===== src/sv/rtu_pkg.sv =====
`timescale 1ns / 1ps

package rtu_pkg;

    localparam int MAX_FRAME  = 256;
    localparam int CNT_W      = $clog2(MAX_FRAME + 1);
    localparam int BYTE_W     = 8;
    localparam int CRC_W      = 16;
    localparam int STATUS_W   = 3;
    localparam int APB_DATA_W = 32;
    localparam int PADDR_W    = 3;

    localparam logic [BYTE_W-1:0] ADDR_BROADCAST = 8'hFF;
    localparam logic [BYTE_W-1:0] SLAVE_ID_RESET = 8'h01;
    localparam logic [CRC_W-1:0]  CRC_INIT       = 16'hFFFF;
    localparam logic [CRC_W-1:0]  CRC_POLY       = 16'hA001;

    // register index taken from the word-aligned part of paddr
    localparam logic REG_SLAVE_ID = 1'b0;

    typedef enum logic [STATUS_W-1:0] {
        ST_OK    = 3'd0,
        ST_ADDR  = 3'd1,
        ST_CRC   = 3'd2,
        ST_SHORT = 3'd3,
        ST_LONG  = 3'd4
    } status_t;

    typedef struct packed {
        logic [BYTE_W-1:0] data_byte;
        logic              last_byte;
    } rx_word_t;

    // reflected crc-16, one byte, lsb first
    function automatic logic [CRC_W-1:0] crc_feed(input logic [CRC_W-1:0] crc,
                                                  input logic [BYTE_W-1:0] b);
        logic [CRC_W-1:0] c;
        c = crc ^ {{(CRC_W-BYTE_W){1'b0}}, b};
        for (int k = 0; k < BYTE_W; k++)
        begin
            if (c[0])
                c = (c >> 1) ^ CRC_POLY;
            else
                c = c >> 1;
        end
        return c;
    endfunction

endpackage


===== src/sv/rtu_res_if.sv =====
`timescale 1ns / 1ps

interface rtu_res_if;
    import rtu_pkg::*;

    logic                valid;
    logic                ready;
    logic [STATUS_W-1:0] status;
    logic                broadcast;
    logic [CNT_W-1:0]    frame_length;

    modport source (output valid, output status, output broadcast, output frame_length,
                    input ready);
    modport sink   (input valid, input status, input broadcast, input frame_length,
                    output ready);
endinterface


===== src/sv/rtu_frame_core.sv =====
`timescale 1ns / 1ps

module rtu_frame_core (
    input  logic                       clk,
    input  logic                       rst_n,
    input  logic [rtu_pkg::BYTE_W-1:0] slave_id,
    input  logic                       word_valid,
    input  rtu_pkg::rx_word_t          word,
    output logic                       advance,
    rtu_res_if.source                  res
);
    import rtu_pkg::*;

    logic [CRC_W-1:0]  crc_reg;
    logic [CRC_W-1:0]  crc_next;
    logic [BYTE_W-1:0] addr_reg;
    logic [BYTE_W-1:0] addr_next;
    logic [CNT_W-1:0]  count_reg;
    logic [CNT_W-1:0]  count_next;
    logic              ovf_reg;
    logic              ovf_next;

    logic              out_valid_reg;
    logic              out_valid_next;
    status_t           out_status_reg;
    logic              out_bcast_reg;
    logic [CNT_W-1:0]  out_len_reg;

    logic              out_free;
    logic              finish;
    logic [CRC_W-1:0]  crc_upd;
    logic [BYTE_W-1:0] addr_upd;
    logic [CNT_W-1:0]  count_upd;
    logic              ovf_upd;
    status_t           status_upd;

    assign out_free = !out_valid_reg || res.ready;
    // a closing byte needs the result register, other bytes never wait
    assign advance  = word_valid && (!word.last_byte || out_free);
    assign finish   = advance && word.last_byte;

    always_comb
    begin
        addr_upd  = (count_reg == '0) ? word.data_byte : addr_reg;
        count_upd = count_reg;
        crc_upd   = crc_reg;
        ovf_upd   = ovf_reg;
        if (count_reg < CNT_W'(MAX_FRAME))
        begin
            count_upd = count_reg + 1'b1;
            crc_upd   = crc_feed(crc_reg, word.data_byte);
        end
        else
        begin
            ovf_upd = 1'b1;
        end

        if (count_upd < CNT_W'(3))
            status_upd = ST_SHORT;
        else if (ovf_upd)
            status_upd = ST_LONG;
        else if (addr_upd != ADDR_BROADCAST && addr_upd != slave_id)
            status_upd = ST_ADDR;
        else if (crc_upd != '0)
            status_upd = ST_CRC;
        else
            status_upd = ST_OK;
    end

    always_comb
    begin
        crc_next   = crc_reg;
        addr_next  = addr_reg;
        count_next = count_reg;
        ovf_next   = ovf_reg;
        if (finish)
        begin
            crc_next   = CRC_INIT;
            addr_next  = '0;
            count_next = '0;
            ovf_next   = 1'b0;
        end
        else if (advance)
        begin
            crc_next   = crc_upd;
            addr_next  = addr_upd;
            count_next = count_upd;
            ovf_next   = ovf_upd;
        end
    end

    always_comb
    begin
        out_valid_next = out_valid_reg;
        if (finish)
            out_valid_next = 1'b1;
        else if (res.ready)
            out_valid_next = 1'b0;
    end

    always_ff @(posedge clk or negedge rst_n)
    begin
        if (!rst_n)
        begin
            crc_reg       <= CRC_INIT;
            addr_reg      <= '0;
            count_reg     <= '0;
            ovf_reg       <= 1'b0;
            out_valid_reg <= 1'b0;
        end
        else
        begin
            crc_reg       <= crc_next;
            addr_reg      <= addr_next;
            count_reg     <= count_next;
            ovf_reg       <= ovf_next;
            out_valid_reg <= out_valid_next;
        end
    end

    always_ff @(posedge clk)
    begin
        if (finish)
        begin
            out_status_reg <= status_upd;
            out_bcast_reg  <= (addr_upd == ADDR_BROADCAST);
            out_len_reg    <= count_upd;
        end
    end

    assign res.valid        = out_valid_reg;
    assign res.status       = out_status_reg;
    assign res.broadcast    = out_bcast_reg;
    assign res.frame_length = out_len_reg;

`ifndef ASSERT_OFF
    a_result_from_last: assert property (@(posedge clk) disable iff (!rst_n)
        $rose(out_valid_reg) |-> $past(word_valid && word.last_byte))
        else $error("result appeared without a closing byte");

    a_clear_after_frame: assert property (@(posedge clk) disable iff (!rst_n)
        finish |=> (count_reg == '0 && crc_reg == CRC_INIT && !ovf_reg))
        else $error("frame state not cleared after result");

    a_count_bound: assert property (@(posedge clk) disable iff (!rst_n)
        count_reg <= CNT_W'(MAX_FRAME))
        else $error("byte count past frame limit");

    a_ovf_full: assert property (@(posedge clk) disable iff (!rst_n)
        ovf_reg |-> count_reg == CNT_W'(MAX_FRAME))
        else $error("overflow set below frame limit");

    a_short_len: assert property (@(posedge clk) disable iff (!rst_n)
        (out_valid_reg && out_status_reg == ST_SHORT) |-> out_len_reg < CNT_W'(3))
        else $error("short status on a long frame");
`endif
endmodule


===== src/flat_wrapper.sv =====
// flat-port wrapper written by rule: the top's interface ports become plain ports
module rtu_frame_core_flat import rtu_pkg::*;
  (clk, rst_n, slave_id, word_valid, word, advance, res_valid, res_status, res_broadcast, res_frame_length, res_ready);
  rtu_res_if res_i ();
  input  logic clk;
  input  logic rst_n;
  input  logic [rtu_pkg::BYTE_W-1:0] slave_id;
  input  logic word_valid;
  input  rtu_pkg::rx_word_t word;
  output logic advance;
  output wire logic [$bits(res_i.valid)-1:0] res_valid;
  output wire logic [$bits(res_i.status)-1:0] res_status;
  output wire logic [$bits(res_i.broadcast)-1:0] res_broadcast;
  output wire logic [$bits(res_i.frame_length)-1:0] res_frame_length;
  input wire logic [$bits(res_i.ready)-1:0] res_ready;
  assign res_valid = res_i.valid;
  assign res_status = res_i.status;
  assign res_broadcast = res_i.broadcast;
  assign res_frame_length = res_i.frame_length;
  assign res_i.ready = res_ready;
  rtu_frame_core u_core (.clk(clk), .rst_n(rst_n), .slave_id(slave_id), .word_valid(word_valid), .word(word), .advance(advance), .res(res_i));
endmodule

===== config.mk =====
export PLATFORM = sky130hd
export DESIGN_NAME = rtu_frame_core_flat
export DESIGN_NICKNAME = d
export VERILOG_FILES = /design/src/sv/rtu_pkg.sv /design/src/sv/rtu_res_if.sv /design/src/sv/rtu_frame_core.sv /design/src/flat_wrapper.sv
export SDC_FILE = /design/constraint.sdc
export NUM_CORES = 1
export LEC_CHECK = 0
export BUFFER_PORTS_ARGS = -buffer_cell sky130_fd_sc_hd__buf_2
export CAP_MARGIN = 20
export CORE_MARGIN = 5
export CORE_UTILIZATION = 54
export CTS_BUF_LIST = sky130_fd_sc_hd__clkbuf_4 sky130_fd_sc_hd__clkbuf_8 sky130_fd_sc_hd__clkbuf_16
export DETAILED_ROUTE_END_ITERATION = 7
export GPL_TIMING_DRIVEN = 0
export PLACE_DENSITY = 0.75
export SLEW_MARGIN = 40
export SYNTH_ARGS = -nofsm -noshare
export SYNTH_HDL_FRONTEND = slang
export SYNTH_SLANG_ARGS = --single-unit

===== constraint.sdc =====
create_clock -name clk -period 2.55 [get_ports clk]
set_input_delay 0.51 -clock clk [delete_from_list [all_inputs] [get_ports clk]]
set_output_delay 0.51 -clock clk [all_outputs]
set_load 0.02 [all_outputs]

==> metrics <==
first-pass GRT wire length=~11,000 microns; Cell Chain, Critical Path=xor2_2 > xnor2_2 > xnor3_2 > mux2i_2 > a2111oi_4 > o41ai_1; fin cells=between 400 and 500; cell with the biggest individual delay on the critical path=sky130_fd_sc_hd__dfstp_2; final net count=371; Max FO, Critical Path=4; die boundary height=83.1 microns; Final period util=96.7%; flip-flop and latch count after synthesis=48; Post-Synthesis Cell Area=roughly 2900 sq um; total inserted antenna cells=0; max-capacitance violation count=0; largest area contributor in the netlist=sky130_fd_sc_hd__dfrtp_1; area share of the leading cell type in the synthesized netlist=between 10% and 20%; Syn Inst Count=303; count of buffering cells on the critical path with inverters included=0; detailed-route via count=between 2,000 and 2,500; register area=roughly 1300 sq um; fraction of layout cells with a size suffix above 1=about 22%; GRT Residual Overflow=0; data required time at the worst endpoint=2.59 ns; number of cells after detailed placement=408; multi-input combinational cell area=1510 sq um; Final setup violation count=0; global placer's final weighted congestion=roughly 0.90; top cells by area, synth=sky130_fd_sc_hd__dfrtp_1 16%, sky130_fd_sc_hd__dfstp_2 15%, sky130_fd_sc_hd__edfxtp_1 14%; FFs w/ async S/R, synth=72.9%; largest vdd supply drop=about 0.64 mV; maximum clock skew at final layout=0.0124 ns; WS Path Type=reg -> reg; crit end category=flip-flop; Max clock buf depth=2; remaining max-slew budget at the tightest pin=a little under three fifths; vias in the first global route=roughly 2,400; Post-Synthesis Mean Instance Area=9.52 sq um; Post-Route Setup TNS=0 ns; power per cell area=795 nW/um^2; via count normalized by instance count=5.76; Die W=just over 80 microns; dominant register cell in the synthesized netlist=sky130_fd_sc_hd__dfrtp_1; Port Buf Inserts=35; count of flip-flops with a built-in enable after synthesis=13; maximum number of pins on one net before global-route repair=36; number of violations reported at the end of detailed-routing iteration 0=just under 200; r2r endpoint=u_core.res.status[1]; effective utilization at floorplan=a little under three fifths; number of antenna violations at the first check in global routing=0; fill cell total of the finished layout=438; hold_ws=between 0.1 and 0.15 ns; setup repair after global routing missed its margin=no; sequential fraction of the synthesis area=between 40 and 50%; register-to-register setup slack=0.08 ns; CTS Hold Bufs=0; per-cell routed wire length=around 16 microns; Hold Vio Cnt, Final=0; arrival time at the worst endpoint=2.51 ns; count of synthesis-stage warnings from yosys=0; number of ports placed on the die boundary=36; DR pass1 iterations=4; status=completed; Final Util=64.8%; DR DRC count=0; Worst Hold Class=in -> async; post-layout min period=2.47 ns; flip-flop count of the largest register, all copies and words added=16; fmax=405 MHz; die outline area=6900 sq um; total core area=5140 sq um; CTS H-tree lvls=2; syn nets=326; Worst R2R Start=u_core.crc_reg[2]; count of distinct cell types in the synthesized netlist=between 50 and 60; fin. max-slew vios=0; leakage power=between 1 and 1.5 nW; family with the most delay on the worst path=XOR/XNOR gates; clock insertion delay at the later pin of the skew report=~0.30 ns; CTS buffer count=5; CTS sink cnt=between 40 and 50; kind of launch point of the worst setup path=flip-flop; clock tree from TritonCTS=done; clock transition time at the flip-flop clock pins of the worst setup and hold paths=0.10 ns; total power=2.65 mW; number of cell rows=26; half-perimeter wire length after placement=5070 microns; Routed WL=a little under 7000 microns; Tightest Pin Transition=about 0.67 ns; number of nets with antenna violations after routing=0; number of cell instances on the worst register-to-register path=6; aggregate global-route resource usage=20.0%; Largest stage delay, worst path=0.57 ns; Layout Area Growth over Synthesis=15.4%; clock tree root driver cell=sky130_fd_sc_hd__clkbuf_8
[synth_stat cells, types with 2 or more instances]
master                     count
sky130_fd_sc_hd__nand3b_1      2
sky130_fd_sc_hd__o22a_1        7
sky130_fd_sc_hd__xnor2_2       2
sky130_fd_sc_hd__nand2_1      23
sky130_fd_sc_hd__nand4_1       8
sky130_fd_sc_hd__o21ai_0       3
sky130_fd_sc_hd__o22ai_1       4
sky130_fd_sc_hd__o21ai_1      17
sky130_fd_sc_hd__nor3_1        5
sky130_fd_sc_hd__o31ai_1       3
sky130_fd_sc_hd__xnor3_1       2
sky130_fd_sc_hd__nor2_1       33
sky130_fd_sc_hd__a222oi_1      2
sky130_fd_sc_hd__edfxtp_1     13
sky130_fd_sc_hd__dfstp_2      16
sky130_fd_sc_hd__mux2i_1       7
sky130_fd_sc_hd__ha_1          2
sky130_fd_sc_hd__a31oi_1       3
sky130_fd_sc_hd__xor2_1       19
sky130_fd_sc_hd__nand2b_1      7
sky130_fd_sc_hd__clkbuf_1     14
sky130_fd_sc_hd__and3_1        2
sky130_fd_sc_hd__buf_2         2
sky130_fd_sc_hd__nand3_1       4
sky130_fd_sc_hd__a21oi_1      19
sky130_fd_sc_hd__or4b_1        2
sky130_fd_sc_hd__a22oi_1       9
sky130_fd_sc_hd__or2_1         2
sky130_fd_sc_hd__nand4b_1      3
sky130_fd_sc_hd__dfrtp_1      19
sky130_fd_sc_hd__inv_1        15
sky130_fd_sc_hd__nor2b_1       2
sky130_fd_sc_hd__xnor2_1      14
[layer usage]
| layer | part of all wire [%] | GRT usage, % |
|---|---|---|
| met5 | 0 | 0 |
| met4 | 1.1 | 6.69 |
| met3 | 7.4 | 4.55 |
| met2 | 48 | 33.1 |
| met1 | 43 | 26.0 |
[per-stage QoR]
step / setup WS, ns / cell area [sq um]
floorplan: 0.298 / 2890
global placement: -0.126 / 3150
detailed placement: -0.190 / 3150
CTS: 0.000671 / 3270
global route: 0.0331 / 3330
finish: 0.0833 / 3330
[repair_timing]
| item | in CTS | in global routing |
|---|---|---|
| endpoints found under the hold margin | 0 | 0 |
| endpoints found under the setup margin | 1 | 11 |
| pin swaps | 0 | 2 |
| resized for setup | 2 | 9 |
| buffers inserted | 0 | 3 |
[power breakdown]
part | total (mW) | internal (mW) | leakage [nW] | switching (mW)
logic | 0.967 | 0.442 | 0.797 | 0.525
clock network | 0.563 | 0.296 | 0.0583 | 0.267
registers | 1.12 | 0.980 | 0.545 | 0.136
[cell usage in the layout (no fill, tap or decap), drive strengths merged, types with 5 or more instances in the layout]
cell type	synthesis	layout
nand2	23	23
a22oi	9	9
nor3	5	5
o22a	8	8
dfstp	16	16
nor2	33	33
mux2i	7	7
dfrtp	19	19
inv	16	16
nand2b	7	7
clkbuf	14	19
xor2	20	20
xnor2	16	16
buf	3	41
edfxtp	13	13
a21oi	19	19
nand4	8	8
o21ai	20	20
[area by class of cell]
cell class	count	share of cell area, %
timing repair buffer	38	6.02
inverter	16	1.80
sequential	48	38.6
buffer	17	2.07
clock buffer	5	2.07
tap	70	2.63
multi-input combinational	222	45.3
clock inverter	3	1.43
[how the worst max path moves through the flow]
stage	start	end	slack, ns	cells after the start
after floorplan	u_core.crc_reg[13]	u_core.res.status[1]	0.30	6
after global routing	u_core.count_reg[8]	u_core.res.status[1]	0.03	6
after detailed placement	word[3]	u_core.res.status[1]	-0.19	7
after CTS	u_core.crc_reg[13]	u_core.res.status[1]	0.0007	6
after global placement	word[3]	u_core.res.status[1]	-0.13	7
final	u_core.crc_reg[2]	u_core.res.status[1]	0.08	6
[worst register-to-register path, cell delays in order, from the launching register on]
cell and delay [ns]:
sky130_fd_sc_hd__dfstp_2 0.57, sky130_fd_sc_hd__xor2_2 0.27, sky130_fd_sc_hd__xnor2_2 0.19, sky130_fd_sc_hd__xnor3_2 0.52
sky130_fd_sc_hd__mux2i_2 0.19, sky130_fd_sc_hd__a2111oi_4 0.36, sky130_fd_sc_hd__o41ai_1 0.13
[cell families (layout without fill, tap and decap cells)]
family | after synthesis | count (layout) | synth area share [%]
mux | 9 | 9 | 3.21
xor+xnor | 38 | 38 | 13.3
buf+inv | 33 | 79 | 4.38
simple gates | 97 | 97 | 16.6
flops | 48 | 48 | 44.6
fa+ha+maj | 2 | 2 | 0.867
compound gates | 76 | 76 | 17.1
Power figures use the tool's default switching activity.
